[config.mk]
export PLATFORM = sky130hd
export DESIGN_NAME = alf_queue
export DESIGN_NICKNAME = d
export VERILOG_FILES = /design/src/hdl/alf_pkg.sv /design/src/hdl/alf_queue.sv
export SDC_FILE = /design/constraint.sdc
export NUM_CORES = 1
export LEC_CHECK = 0
export BUFFER_PORTS_ARGS = -buffer_cell sky130_fd_sc_hd__clkbuf_2
export CORE_ASPECT_RATIO = 0.75
export CORE_UTILIZATION = 55
export CTS_CLUSTER_SIZE = 8
export DETAILED_ROUTE_END_ITERATION = 12
export HOLD_SLACK_MARGIN = 0.02
export MAX_ROUTING_LAYER = met4
export PLACE_DENSITY = 0.86
export SYNTH_ARGS = -nofsm -noshare
export SYNTH_HDL_FRONTEND = slang
export SYNTH_SLANG_ARGS = --single-unit
[constraint.sdc]
create_clock -name aclk -period 3.8 [get_ports aclk]
set_input_delay 0.76 -clock aclk [delete_from_list [all_inputs] [get_ports aclk]]
set_output_delay 0.76 -clock aclk [all_outputs]
set_load 0.02 [all_outputs]
[src/hdl/alf_pkg.sv]
// ----------------------------------------------------------------------------
// alf_pkg
// Types and constants shared by the antialiased line framebuffer modules.
// ----------------------------------------------------------------------------
`default_nettype none

package alf_pkg;

    localparam int MAX_WIDTH   = 64;
    localparam int MAX_HEIGHT  = 64;
    localparam int FRAC_BITS   = 16;
    localparam int STORE_DEPTH = MAX_WIDTH * MAX_HEIGHT;
    localparam int ADDR_W      = $clog2(STORE_DEPTH);

    localparam int COORD_W = 11;
    localparam int CFG_W   = 7;
    localparam int COLOR_W = 32;
    localparam int REQ_W   = 2;
    localparam int CNT_W   = COORD_W;
    localparam int DM_W    = COORD_W + 1;
    localparam int TW      = COORD_W + 1;
    localparam int PIX_W   = COORD_W + 3;
    localparam int POS_W   = PIX_W + FRAC_BITS;
    localparam int COV_W   = FRAC_BITS + 1;
    localparam int SLOPE_W = FRAC_BITS + 2;
    localparam int DVD_W   = COORD_W + FRAC_BITS;
    localparam int DIV_CNT_W = $clog2(DVD_W + 1);

    localparam int IN_TDATA_W  = 80;
    localparam int OUT_TDATA_W = 40;

    localparam int QUEUE_DEPTH = 4;
    localparam int QPTR_W      = $clog2(QUEUE_DEPTH);

    localparam logic [REQ_W-1:0] REQ_WRITE = 2'd0;
    localparam logic [REQ_W-1:0] REQ_READ  = 2'd1;
    localparam logic [REQ_W-1:0] REQ_LINE  = 2'd2;
    localparam logic [REQ_W-1:0] REQ_NONE  = 2'd3;

    localparam logic [1:0] CFG_WIDTH  = 2'd0;
    localparam logic [1:0] CFG_HEIGHT = 2'd1;

    typedef enum logic [1:0] {
        CMD_WRITE = 2'd0,
        CMD_READ  = 2'd1,
        CMD_LINE  = 2'd2,
        CMD_NOP   = 2'd3
    } cmd_kind_t;

    typedef struct packed {
        cmd_kind_t                  kind;
        logic                       steep;
        logic                       single;
        logic signed [COORD_W-1:0]  start;
        logic [CNT_W-1:0]           count;
        logic signed [COORD_W-1:0]  minor;
        logic signed [DM_W-1:0]     dmin;
        logic [COLOR_W-1:0]         color;
    } cmd_t;

    typedef struct packed {
        logic valid;
        cmd_t cmd;
    } cmd_push_t;

    typedef struct packed {
        logic empty;
        logic full;
    } queue_stat_t;

    typedef struct packed {
        logic             we;
        logic [1:0]       addr;
        logic [CFG_W-1:0] wdata;
    } cfg_wr_t;

endpackage

`default_nettype wire

[src/hdl/alf_queue.sv]
// ----------------------------------------------------------------------------
// alf_queue
// Short command queue between the request front end and the drawing engine.
// ----------------------------------------------------------------------------
`default_nettype none

module alf_queue (
    input  wire logic                aclk,
    input  wire logic                aresetn,
    input  alf_pkg::cmd_push_t       push,
    input  wire logic                pop,
    output alf_pkg::cmd_t            head,
    output alf_pkg::queue_stat_t     stat
);
    import alf_pkg::*;

    cmd_t              slots_reg [QUEUE_DEPTH];
    logic [QPTR_W-1:0] wr_ptr_reg, wr_ptr_next;
    logic [QPTR_W-1:0] rd_ptr_reg, rd_ptr_next;
    logic [QPTR_W:0]   fill_reg, fill_next;
    logic              do_push, do_pop;

    assign stat.empty = (fill_reg == '0);
    assign stat.full  = (fill_reg == (QPTR_W + 1)'(QUEUE_DEPTH));
    assign head       = slots_reg[rd_ptr_reg];
    assign do_push    = push.valid && !stat.full;
    assign do_pop     = pop && !stat.empty;

    always_comb begin
        wr_ptr_next = do_push ? wr_ptr_reg + 1'b1 : wr_ptr_reg;
        rd_ptr_next = do_pop ? rd_ptr_reg + 1'b1 : rd_ptr_reg;
        fill_next   = fill_reg;
        if (do_push && !do_pop) begin
            fill_next = fill_reg + 1'b1;
        end else if (do_pop && !do_push) begin
            fill_next = fill_reg - 1'b1;
        end
    end

    always_ff @(posedge aclk) begin
        if (!aresetn) begin
            wr_ptr_reg <= '0;
            rd_ptr_reg <= '0;
            fill_reg   <= '0;
        end else begin
            wr_ptr_reg <= wr_ptr_next;
            rd_ptr_reg <= rd_ptr_next;
            fill_reg   <= fill_next;
        end
    end

    always_ff @(posedge aclk) begin
        if (do_push) begin
            slots_reg[wr_ptr_reg] <= push.cmd;
        end
    end

endmodule

`default_nettype wire

==> summary.txt <==
Run status
  – Status: complete, no violations

Clock tree
  – CTS buffer count: 47
  – CTS tree: yes
  – Post_cts resized: 0
  – Clk slew on worst S/H paths: 0.05 ns
  – Hold Buf Count CTS: 0
  – Post-CTS Setup Inserts: 0
  – CTS Sinks: 333
  – Maximum clock path buffer count: 3
  – Clk_lat worst skew: 0.51 ns
  – Root Driver: clkbuf_16
  – H-tree depth: 2

STA
  – Final Setup Violations: 0
  – Period minus WS final: 3.05 ns
  – Slew HR: 53.2%
  – Max-slew violation count: 0
  – Highest clock rate: 0.328 GHz
  – Fin Setup TNS: 0 ns
  – RSZ-0062 raised after global routing: false
  – Period utilisation layout: 80.3%
  – Clk_skew: 0.00749 ns
  – Worst Tran Pin Value: 0.702 ns
  – Final Hold Vio Count: 0

Final layout
  – Most common cell after layout, fill and taps aside: edfxtp_1
  – Layout cells sized above 1: 46.1%
  – Finished Layout Cells: 973
  – # nets final: 768
  – Multi-input gate area: 0.00212 sq mm
  – Commonest non-fill, non-tap cells in the layout: edfxtp_1 (324), clkbuf_2 (167), mux4_2 (81), clkbuf_16 (47)
  – Register area: 0.00992 sq mm
  – Synthesis-to-layout area growth: 19.3%
  – # fillers: 1306
  – Max FFs per register: 324

Detailed routing
  – Drt first pass iters: 4
  – Routed Antenna Nets: 0
  – Residual DRC: 0
  – Number of vias in the routed layout: 5655
  – Iter 0 DRT Violations: 528
  – Wire length per cell: 23.2 um
  – Drt total wl: 22600 um
  – Vias per cell: 5.81

Pwr
  – Switch share: 27.5%
  – Power Dens Cells: 728 mW/mm^2
  – Switch Pwr: 2920 uW
  – Power share of the combinational group: 23.7%
  – Clk pwr share: 32.8%
  – P_leak: 0.00497 uW
  – Max VDD drop: 0.000541 V
  – Seq pwr share: 43.6%
  – Total power: 10600 uW
  – Cell internal pwr: 7710 uW

Setup path
  – CP max FO: 78
  – Critical Path Start Type: flip-flop
  – Worst reg-to-reg setup slack: 1.25 ns
  – Critical Setup Path Class: flip-flop to output pin
  – FF-to-FF path depth: 8
  – Critical Path RT: 3.04 ns
  – Worst R2R Start: fill_reg[0]
  – CP arrival: 2.29 ns
  – CP endpoint kind: output pin

Synthesis
  – Mapped Area: 0.0123 sq mm
  – Ys async rst share: 0%
  – Main combinational cell family by area after synthesis: multiplexers
  – Post-synthesis area per instance: 26.0 sq um
  – Gate Count Post-Synth: 471
  – Post-Synth Simple-Gate Area: 0.827%
  – Mapped Nets: 562
  – Register bit total from synthesis: 333
  – Adder-cell share of the synthesized area: 0.674%
  – XOR/XNOR Fraction of Synth Area: 0.286%
  – Mux contribution to synthesized area: 15.1%
  – Compound-Gate Fraction of Synth Area: 0.276%
  – Library cells used by synthesis: 23
  – Synth Warn #: 0
  – Sequential area share after synthesis: 80.9%
  – Post-synth EDFFs: 324
  – Main synth FF type: edfxtp_1

Die
  – Core area: 0.0215 sq mm
  – Die W: 174 um
  – Chip Height: 131 um
  – Starting Density: 57.1%
  – Die ar.: 0.0229 sq mm
  – Row count: 46
  – Ports: 168

Placed design
  – DP Cell Count: 916
  – Placer Congestion: 0.740
  – I/O Buffers: 167
  – Final HPWL DP: 13300 um

Worst hold path
  – Tightest Hold Check Type: input pin to flip-flop
  – Min-delay src: push[68]
  – Hold path cells: 1

Run
  – MaxCap Viol Count: 0

GRT
  – First-pass GRT wire length: 34200 um
  – Largest net degree at the start of global routing: 79
  – GRT Total Usage: 20.8%
  – Vias in the first global route: 6076
  – Grt ovf: 0
  – Initial antenna violation count: 1
## cell families (layout without fill, tap and decap cells)
group / Yosys count / count (layout)
compound gates: 4 / 4
xor+xnor: 4 / 4
fa+ha+maj: 6 / 6
buf+inv: 23 / 236
flops: 333 / 333
mux: 84 / 84
other cells: 0 / 1
simple gates: 17 / 17
## power groups by stage
stage                     sequential, uW  combinational (uW)  clock, uW
after detailed placement            4690                2550          0
after floorplan                     4630                1950          0
after global placement              4660                2500          0
final                               4630                2520       3480
after global routing                4660                2680       3700
after CTS                           4640                2570       3560
## synthesized netlist by cell type, types with 2 or more instances
master / number / area, sq um
dfxtp_1: 9 / 180
and2_1: 8 / 50.1
mux4_2: 81 / 1820
nor2b_1: 2 / 12.5
edfxtp_1: 324 / 9730
inv_1: 3 / 11.3
clkbuf_1: 2 / 7.51
nand2_1: 4 / 15.0
xnor2_1: 3 / 26.3
buf_12: 8 / 160
ha_1: 5 / 62.6
mux2i_1: 3 / 30.0
buf_2: 9 / 45.0
## layout make-up
cell class / instances / area share, %
multi-input cells: 115 / 14.5
flip-flops and latches: 333 / 67.9
inverters: 3 / 0.0771
clock inverters: 2 / 0.0942
diodes: 1 / 0.0171
repair buffers: 177 / 6.75
well taps: 288 / 2.47
clock buffers: 54 / 8.23
## final timing paths
kind	to
setup / recovery	head[21]
hold / removal	slots_reg[1][68]
setup reg to reg	fill_reg[2]
hold reg to reg	wr_ptr_reg[1]
## routing by layer
metal | global-route usage [%] | share of wire (%)
met3 | 5.90 | 8.4
met5 | - | 0
met4 | 5.02 | 1.4
met2 | 32.8 | 50
met1 | 27.1 | 40
## worst max-delay path: stages (launching register included)
cell	delay [ns]
dfxtp_4	0.39
buf_12	0.51
mux4_2	0.64
clkbuf_2	0.18
## stage by stage
step | area, sq um | hold slack (ns) | utilization (%) | setup WS, ns
2_1_floorplan | 12300 | 0.468 | - | 0.414
3_3_place_gp | 13400 | 0.474 | 62.4 | 1.13
3_5_place_dp | 13400 | 0.507 | 62.4 | 0.977
4_1_cts | 14600 | 0.446 | 68.0 | 0.684
5_1_grt | 14600 | 0.449 | 68.1 | 0.613
6_report | 14600 | 0.464 | 68.1 | 0.749
Power figures use the tool's default switching activity.
