### src/hdl/alf_pkg.sv
// ----------------------------------------------------------------------------
// alf_pkg
// Types and constants shared by the antialiased line framebuffer modules.
// ----------------------------------------------------------------------------
`default_nettype none

package alf_pkg;

    localparam int MAX_WIDTH   = 64;
    localparam int MAX_HEIGHT  = 64;
    localparam int FRAC_BITS   = 16;
    localparam int STORE_DEPTH = MAX_WIDTH * MAX_HEIGHT;
    localparam int ADDR_W      = $clog2(STORE_DEPTH);

    localparam int COORD_W = 11;
    localparam int CFG_W   = 7;
    localparam int COLOR_W = 32;
    localparam int REQ_W   = 2;
    localparam int CNT_W   = COORD_W;
    localparam int DM_W    = COORD_W + 1;
    localparam int TW      = COORD_W + 1;
    localparam int PIX_W   = COORD_W + 3;
    localparam int POS_W   = PIX_W + FRAC_BITS;
    localparam int COV_W   = FRAC_BITS + 1;
    localparam int SLOPE_W = FRAC_BITS + 2;
    localparam int DVD_W   = COORD_W + FRAC_BITS;
    localparam int DIV_CNT_W = $clog2(DVD_W + 1);

    localparam int IN_TDATA_W  = 80;
    localparam int OUT_TDATA_W = 40;

    localparam int QUEUE_DEPTH = 4;
    localparam int QPTR_W      = $clog2(QUEUE_DEPTH);

    localparam logic [REQ_W-1:0] REQ_WRITE = 2'd0;
    localparam logic [REQ_W-1:0] REQ_READ  = 2'd1;
    localparam logic [REQ_W-1:0] REQ_LINE  = 2'd2;
    localparam logic [REQ_W-1:0] REQ_NONE  = 2'd3;

    localparam logic [1:0] CFG_WIDTH  = 2'd0;
    localparam logic [1:0] CFG_HEIGHT = 2'd1;

    typedef enum logic [1:0] {
        CMD_WRITE = 2'd0,
        CMD_READ  = 2'd1,
        CMD_LINE  = 2'd2,
        CMD_NOP   = 2'd3
    } cmd_kind_t;

    typedef struct packed {
        cmd_kind_t                  kind;
        logic                       steep;
        logic                       single;
        logic signed [COORD_W-1:0]  start;
        logic [CNT_W-1:0]           count;
        logic signed [COORD_W-1:0]  minor;
        logic signed [DM_W-1:0]     dmin;
        logic [COLOR_W-1:0]         color;
    } cmd_t;

    typedef struct packed {
        logic valid;
        cmd_t cmd;
    } cmd_push_t;

    typedef struct packed {
        logic empty;
        logic full;
    } queue_stat_t;

    typedef struct packed {
        logic             we;
        logic [1:0]       addr;
        logic [CFG_W-1:0] wdata;
    } cfg_wr_t;

endpackage

`default_nettype wire

### src/hdl/alf_front.sv
// ----------------------------------------------------------------------------
// alf_front
// Accepts request items and classifies them into engine commands.
// ----------------------------------------------------------------------------
`default_nettype none

module alf_front (
    input  wire logic                            s_tvalid,
    output logic                                 s_tready,
    input  wire logic [alf_pkg::IN_TDATA_W-1:0]  s_tdata,
    input  wire logic                            engine_ready,
    input  alf_pkg::queue_stat_t                 qstat,
    output alf_pkg::cmd_push_t                   push
);
    import alf_pkg::*;

    logic [REQ_W-1:0]          req;
    logic signed [COORD_W-1:0] x0, y0, x1, y1;
    logic [COLOR_W-1:0]        color;
    logic signed [DM_W-1:0]    dx, dy, adx, ady;
    cmd_t                      cmd;

    assign req   = s_tdata[1:0];
    assign x0    = s_tdata[12:2];
    assign y0    = s_tdata[23:13];
    assign x1    = s_tdata[34:24];
    assign y1    = s_tdata[45:35];
    assign color = s_tdata[77:46];

    assign dx  = DM_W'(x1) - DM_W'(x0);
    assign dy  = DM_W'(y1) - DM_W'(y0);
    assign adx = dx[DM_W-1] ? -dx : dx;
    assign ady = dy[DM_W-1] ? -dy : dy;

    // The walk always runs upward along the major axis; the minor delta
    // is taken from the chosen start point.
    always_comb begin
        cmd        = '0;
        cmd.color  = color;
        cmd.start  = x0;
        cmd.minor  = y0;
        unique case (req)
            REQ_WRITE: cmd.kind = CMD_WRITE;
            REQ_READ:  cmd.kind = CMD_READ;
            REQ_LINE: begin
                cmd.kind = CMD_LINE;
                if (dx == '0) begin
                    cmd.steep  = 1'b1;
                    cmd.single = 1'b1;
                    cmd.start  = (y0 < y1) ? y0 : y1;
                    cmd.minor  = x0;
                    cmd.count  = ady[CNT_W-1:0];
                end else if (dy == '0) begin
                    cmd.single = 1'b1;
                    cmd.start  = (x0 < x1) ? x0 : x1;
                    cmd.minor  = y0;
                    cmd.count  = adx[CNT_W-1:0];
                end else if (adx > ady) begin
                    cmd.count = adx[CNT_W-1:0];
                    if (x1 < x0) begin
                        cmd.start = x1;
                        cmd.minor = y1;
                        cmd.dmin  = -dy;
                    end else begin
                        cmd.start = x0;
                        cmd.minor = y0;
                        cmd.dmin  = dy;
                    end
                end else begin
                    cmd.steep = 1'b1;
                    cmd.count = ady[CNT_W-1:0];
                    if (y1 < y0) begin
                        cmd.start = y1;
                        cmd.minor = x1;
                        cmd.dmin  = -dx;
                    end else begin
                        cmd.start = y0;
                        cmd.minor = x0;
                        cmd.dmin  = dx;
                    end
                end
            end
            REQ_NONE:  cmd.kind = CMD_NOP;
            default:   cmd.kind = CMD_NOP;
        endcase
    end

    assign s_tready   = engine_ready && !qstat.full;
    assign push.valid = s_tvalid && s_tready;
    assign push.cmd   = cmd;

endmodule

`default_nettype wire

### config.mk
export PLATFORM = sky130hd
export DESIGN_NAME = alf_front
export DESIGN_NICKNAME = d
export VERILOG_FILES = /design/src/hdl/alf_pkg.sv /design/src/hdl/alf_front.sv
export SDC_FILE = /design/constraint.sdc
export NUM_CORES = 1
export LEC_CHECK = 0
export CAP_MARGIN = 20
export CORE_ASPECT_RATIO = 0.5
export CORE_MARGIN = 3
export CORE_UTILIZATION = 62
export DETAILED_ROUTE_END_ITERATION = 16
export DONT_BUFFER_PORTS = 1
export GPL_TIMING_DRIVEN = 0
export PLACE_DENSITY = 0.81
export SETUP_SLACK_MARGIN = 0.4
export SYNTH_ARGS = -nofsm -noshare
export SYNTH_HDL_FRONTEND = slang
export SYNTH_SLANG_ARGS = --single-unit
### constraint.sdc
create_clock -name vclk -period 4.5
set_input_delay 0.225 -clock vclk [all_inputs]
set_output_delay 0.225 -clock vclk [all_outputs]
set_load 0.02 [all_outputs]
==> impl_metrics.toml, run 1 <==
[placed_design]
gp_congestion = 0.977
dp_slack_ps = -752
io_buffers = 0
dp.final_hpwl_um = 13000

[global_routing]
grt_max_degree = 11

[logic_synthesis]
synth.yosys.seq_area_share_pct = 0
avgSynthCellArea_um2 = 6.71
yosys_warnings = 0
syn-num-nets = 795
synth_cells = 669
yosysUniqueCellTypes = 73
netlist_area_um2 = 4490

[floorplan]
fp.dieH_um = 66.2
die_x_um = 126
initial_core_util_pct = 65.4
io_pins = 167
rows = 21

[run_status]
haltStage = "global routing (5_1_grt)"
outcome = "stopped before the end"
error_line = "[ERROR DPL-0038] Utilization greater than 100%, impossible to legalize"

[timing]
worst-ep-kind = "top-level output"
grt-worst-endpoint = "push[66]"
## repair_timing
action                                  CTS
endpoints found under the hold margin     0
cloned                                    4
pin swaps                                74
hold buffers                              0
gates resized for setup                 161
buffers inserted                         42
endpoints found under the setup margin   46
## logic make-up after synthesis
logic type / count (synthesis) / share of synthesized area [%]
AOI/OAI and AO/OA: 224 / 33.4
xor gates and xnor gates: 44 / 8.75
adders and majority gates: 42 / 12.0
buffers and inverters: 115 / 13.2
muxes: 42 / 9.48
and+or+nand+nor: 202 / 23.1
## through the flow
stage	area [um2]	cells	util, %
detailed placement	4860	761	70.9
floorplan	4750	669	-
CTS	6150	807	89.7
global placement	4860	761	70.9
## synthesized netlist by cell type (3+ instances only)
cell	number	area, um2
xnor2_1	27	236
a22oi_1	13	97.6
mux2_2	4	45.0
ha_1	40	500
o21a_1	5	37.5
xor2_1	16	140
o21ai_1	17	85.1
a211o_1	3	26.3
and2_1	6	37.5
and3_1	5	31.3
a211oi_2	3	37.5
or3_1	3	18.8
a22o_1	5	43.8
or2_1	5	31.3
o2111ai_1	3	26.3
a21oi_1	65	325
nor2b_1	12	75.1
nand4_1	8	50.1
o21ai_0	21	105
clkbuf_1	24	90.1
nand2_1	46	173
inv_1	44	165
o22ai_1	26	163
o21bai_1	3	22.5
nand3_1	8	40.0
buf_2	6	30.0
a21o_1	3	22.5
buf_4	35	263
a211oi_1	16	120
nor3b_1	3	22.5
o211ai_1	14	105
nor3_1	19	95.1
buf_6	3	33.8
nand2b_1	15	93.8
nor2_1	58	218
mux2i_1	38	380
==> inputs of run 2 (changes only) <==
--- a/config.mk
+++ b/config.mk
@@ -6,14 +6,12 @@
 export NUM_CORES = 1
 export LEC_CHECK = 0
 export CAP_MARGIN = 20
-export CORE_ASPECT_RATIO = 0.5
 export CORE_MARGIN = 3
-export CORE_UTILIZATION = 62
+export CORE_UTILIZATION = 40
 export DETAILED_ROUTE_END_ITERATION = 16
 export DONT_BUFFER_PORTS = 1
 export GPL_TIMING_DRIVEN = 0
-export PLACE_DENSITY = 0.81
-export SETUP_SLACK_MARGIN = 0.4
+export PLACE_DENSITY_LB_ADDON = 0.15
 export SYNTH_ARGS = -nofsm -noshare
 export SYNTH_HDL_FRONTEND = slang
 export SYNTH_SLANG_ARGS = --single-unit
==> constraint.sdc (replaced) <==
create_clock -name vclk -period 5.9
set_input_delay 0.295 -clock vclk [all_inputs]
set_output_delay 0.295 -clock vclk [all_outputs]
set_load 0.02 [all_outputs]
==> run 2 against run 1 <==
  * The run now ends clean
  * Synthesized area unchanged
  * Synthesized cell count unchanged
==> impl_metrics.toml, run 2 <==
[layout]
nClkBuffers = 0
fin_util_pct = 44.2
regArea_um2 = 0
mostFrequentLayoutCells = "nor2_1, a21oi_1, nand2_1"
seq_cells = 0
final_common_cell = "nor2_1"
syn_to_final_growth_pct = 7.30
nets = 801
drive_gt1_share_pct = 15.0
antennaDiodeCount = 0

[logic_synthesis]
synth_cells = 669
yosys_warnings = 0
netlist_area_um2 = 4490
syn-num-nets = 795
synth_area_leaders = "ha_1, mux2i_1, a21oi_1, buf_4, xnor2_1"
synth.yosys.seq_area_share_pct = 0
synth_largest_area_cell = "ha_1"
netlist_top_cells_count = "a21oi_1, nor2_1, nand2_1, inv_1, ha_1"
yosysUniqueCellTypes = 73
synth_top_area_share_pct = 11.2
avgSynthCellArea_um2 = 6.71
synth_most_common_cell = "a21oi_1"

[detailed_routing]
vias = 5129
routed_wl_um = 17700
first_pass_iters = 5
drt_iter0_drc = 484
routedWlPerCell_um = 21.8
antenna_left = 0
vias_per_cell = 6.31
drc_errors = 0

[timing]
slew_headroom_pct = 45.1
fin_crit_sh_pct = 98.6
drv_slew = 0
fin_crit_ps = 5820
rsz0062_at_grt = "true"
worst-slew-pin-transition_ps = 819
hold_viol_final = 0
fmax_ghz = 0.172
fin_hold_ws_ps = 677
setup_viol = 0
setup_tns_ps = 0

[floorplan]
die_x_um = 112
io_pins = 167
fp.dieH_um = 112
coreArea_um2 = 10900
initial_core_util_pct = 41.2
rows = 38
dieArea_um2 = 12500

[worst_setup_path]
start_kind = "input pin"
critical_path_class = "input pin to output port"
critPathCaptureType = "output port"
cp.arrival_ps = 5520
path_max_fanout = 10
crit_required_ps = 5610
crit_family = "compound AO/OA/AOI/OAI gates"
path_cells = "inv_1 > ha_1 > a21o_1 > or4_4 > o21ai_4 > nor2_1 > o41a_1 > or2_1 > xnor2_1 > inv_1 > ha_1 > nand4_1 > a211o_1 > a311oi_1 > clkbuf_2 > buf_1 > nor3_1 > a211oi_2"
slowest_stage = "o41a_1"
critPathBufInv = 4
critical-path-max-stage-delay_ps = 580

[placed_design]
gp_congestion = 0.981
dp.final_hpwl_um = 14500
io_buffers = 0

[pwr]
ir_worst_vdd_mv = 0.140
comb_power_share_pct = 100.0
p_per_area_nw_per_um2 = 285
p_int_uw = 474
power.share.clock_pct = 0
switchingPower_uw = 898
seq_power_share_pct = 0
p_sw_share_pct = 65.4
power.total_uw = 1370
p_leak_uw = 0.00211

[global_routing]
track_usage_pct = 26.0
grt_pass1_vias = 4814
grt_pass1_wl_um = 26600
grt_max_degree = 11
antenna_found_initial = 0
grt-ovfl-total = 0

[run]
drv_cap = 0

[run_status]
outcome = "finished, final reports clean"

[clock_tree]
cts_hold_buf = 0

[hold_path]
hp-class = "input pin to output port"
==> run 2: cell counts after synthesis <==
No cell type changed its count.
==> run 2: power by group through the flow <==
stage	combinational (uW)	clock, uW	sequential, uW
floorplan	1000	0	0
global placement	1260	0	0
detailed placement	1280	0	0
CTS	1310	0	0
global route	1490	0	0
finish	1370	0	0
==> run 2: through the flow <==
stage | cells | cell area, um2 | worst slack (ps)
3_3_place_gp | 809 | 4660 | -361
2_1_floorplan | 669 | 4490 | 780
5_1_grt | 813 | 4820 | -146
4_1_cts | 810 | 4720 | 129
3_5_place_dp | 809 | 4660 | -432
6_report | 813 | 4820 | 81.3
==> run 2: kinds of logic (layout without fill, tap and decap cells) <==
logic type,after synthesis,after routing,share of synthesized area [%]
adders and majority gates,42,42,12.0
xor gates and xnor gates,44,44,8.75
muxes,42,42,9.48
and+or+nand+nor,202,202,23.1
AOI/OAI and AO/OA,224,224,33.4
buffers and inverters,115,119,13.2
==> run 2: path summary, 6_finish.rpt <==
check / from / endpoint / slack (ps) / cells after the start
worst max-delay path: s_tdata[5] / push[40] / 80 / 18
worst min-delay path: qstat[0] / s_tready / 680 / 1
==> run 2: area by class of cell <==
| class | instances | area, um2 |
|---|---|---|
| plain buffers | 68 | 422 |
| fillers | 1162 | 6070 |
| inverters | 47 | 178 |
| multi-input cells | 554 | 4010 |
| well taps | 140 | 175 |
| repair buffers | 4 | 30.0 |
==> run 2: repair_timing <==
action                     4_1_cts  5_1_grt
pin swaps                        1        1
resized for setup               11       18
setup endpoints to repair       26       36
setup buffers                    1        3
==> run 2: metal layers <==
metal  track usage (%)  vias to the layer above  wire (um)
li1                  -                     2425          -
met1              34.8                     2403       7540
met2              42.5                      265       8000
met3              5.49                       36       1580
met4              7.06                        0        563
met5                 0                        -          0
Power figures use the tool's default switching activity.
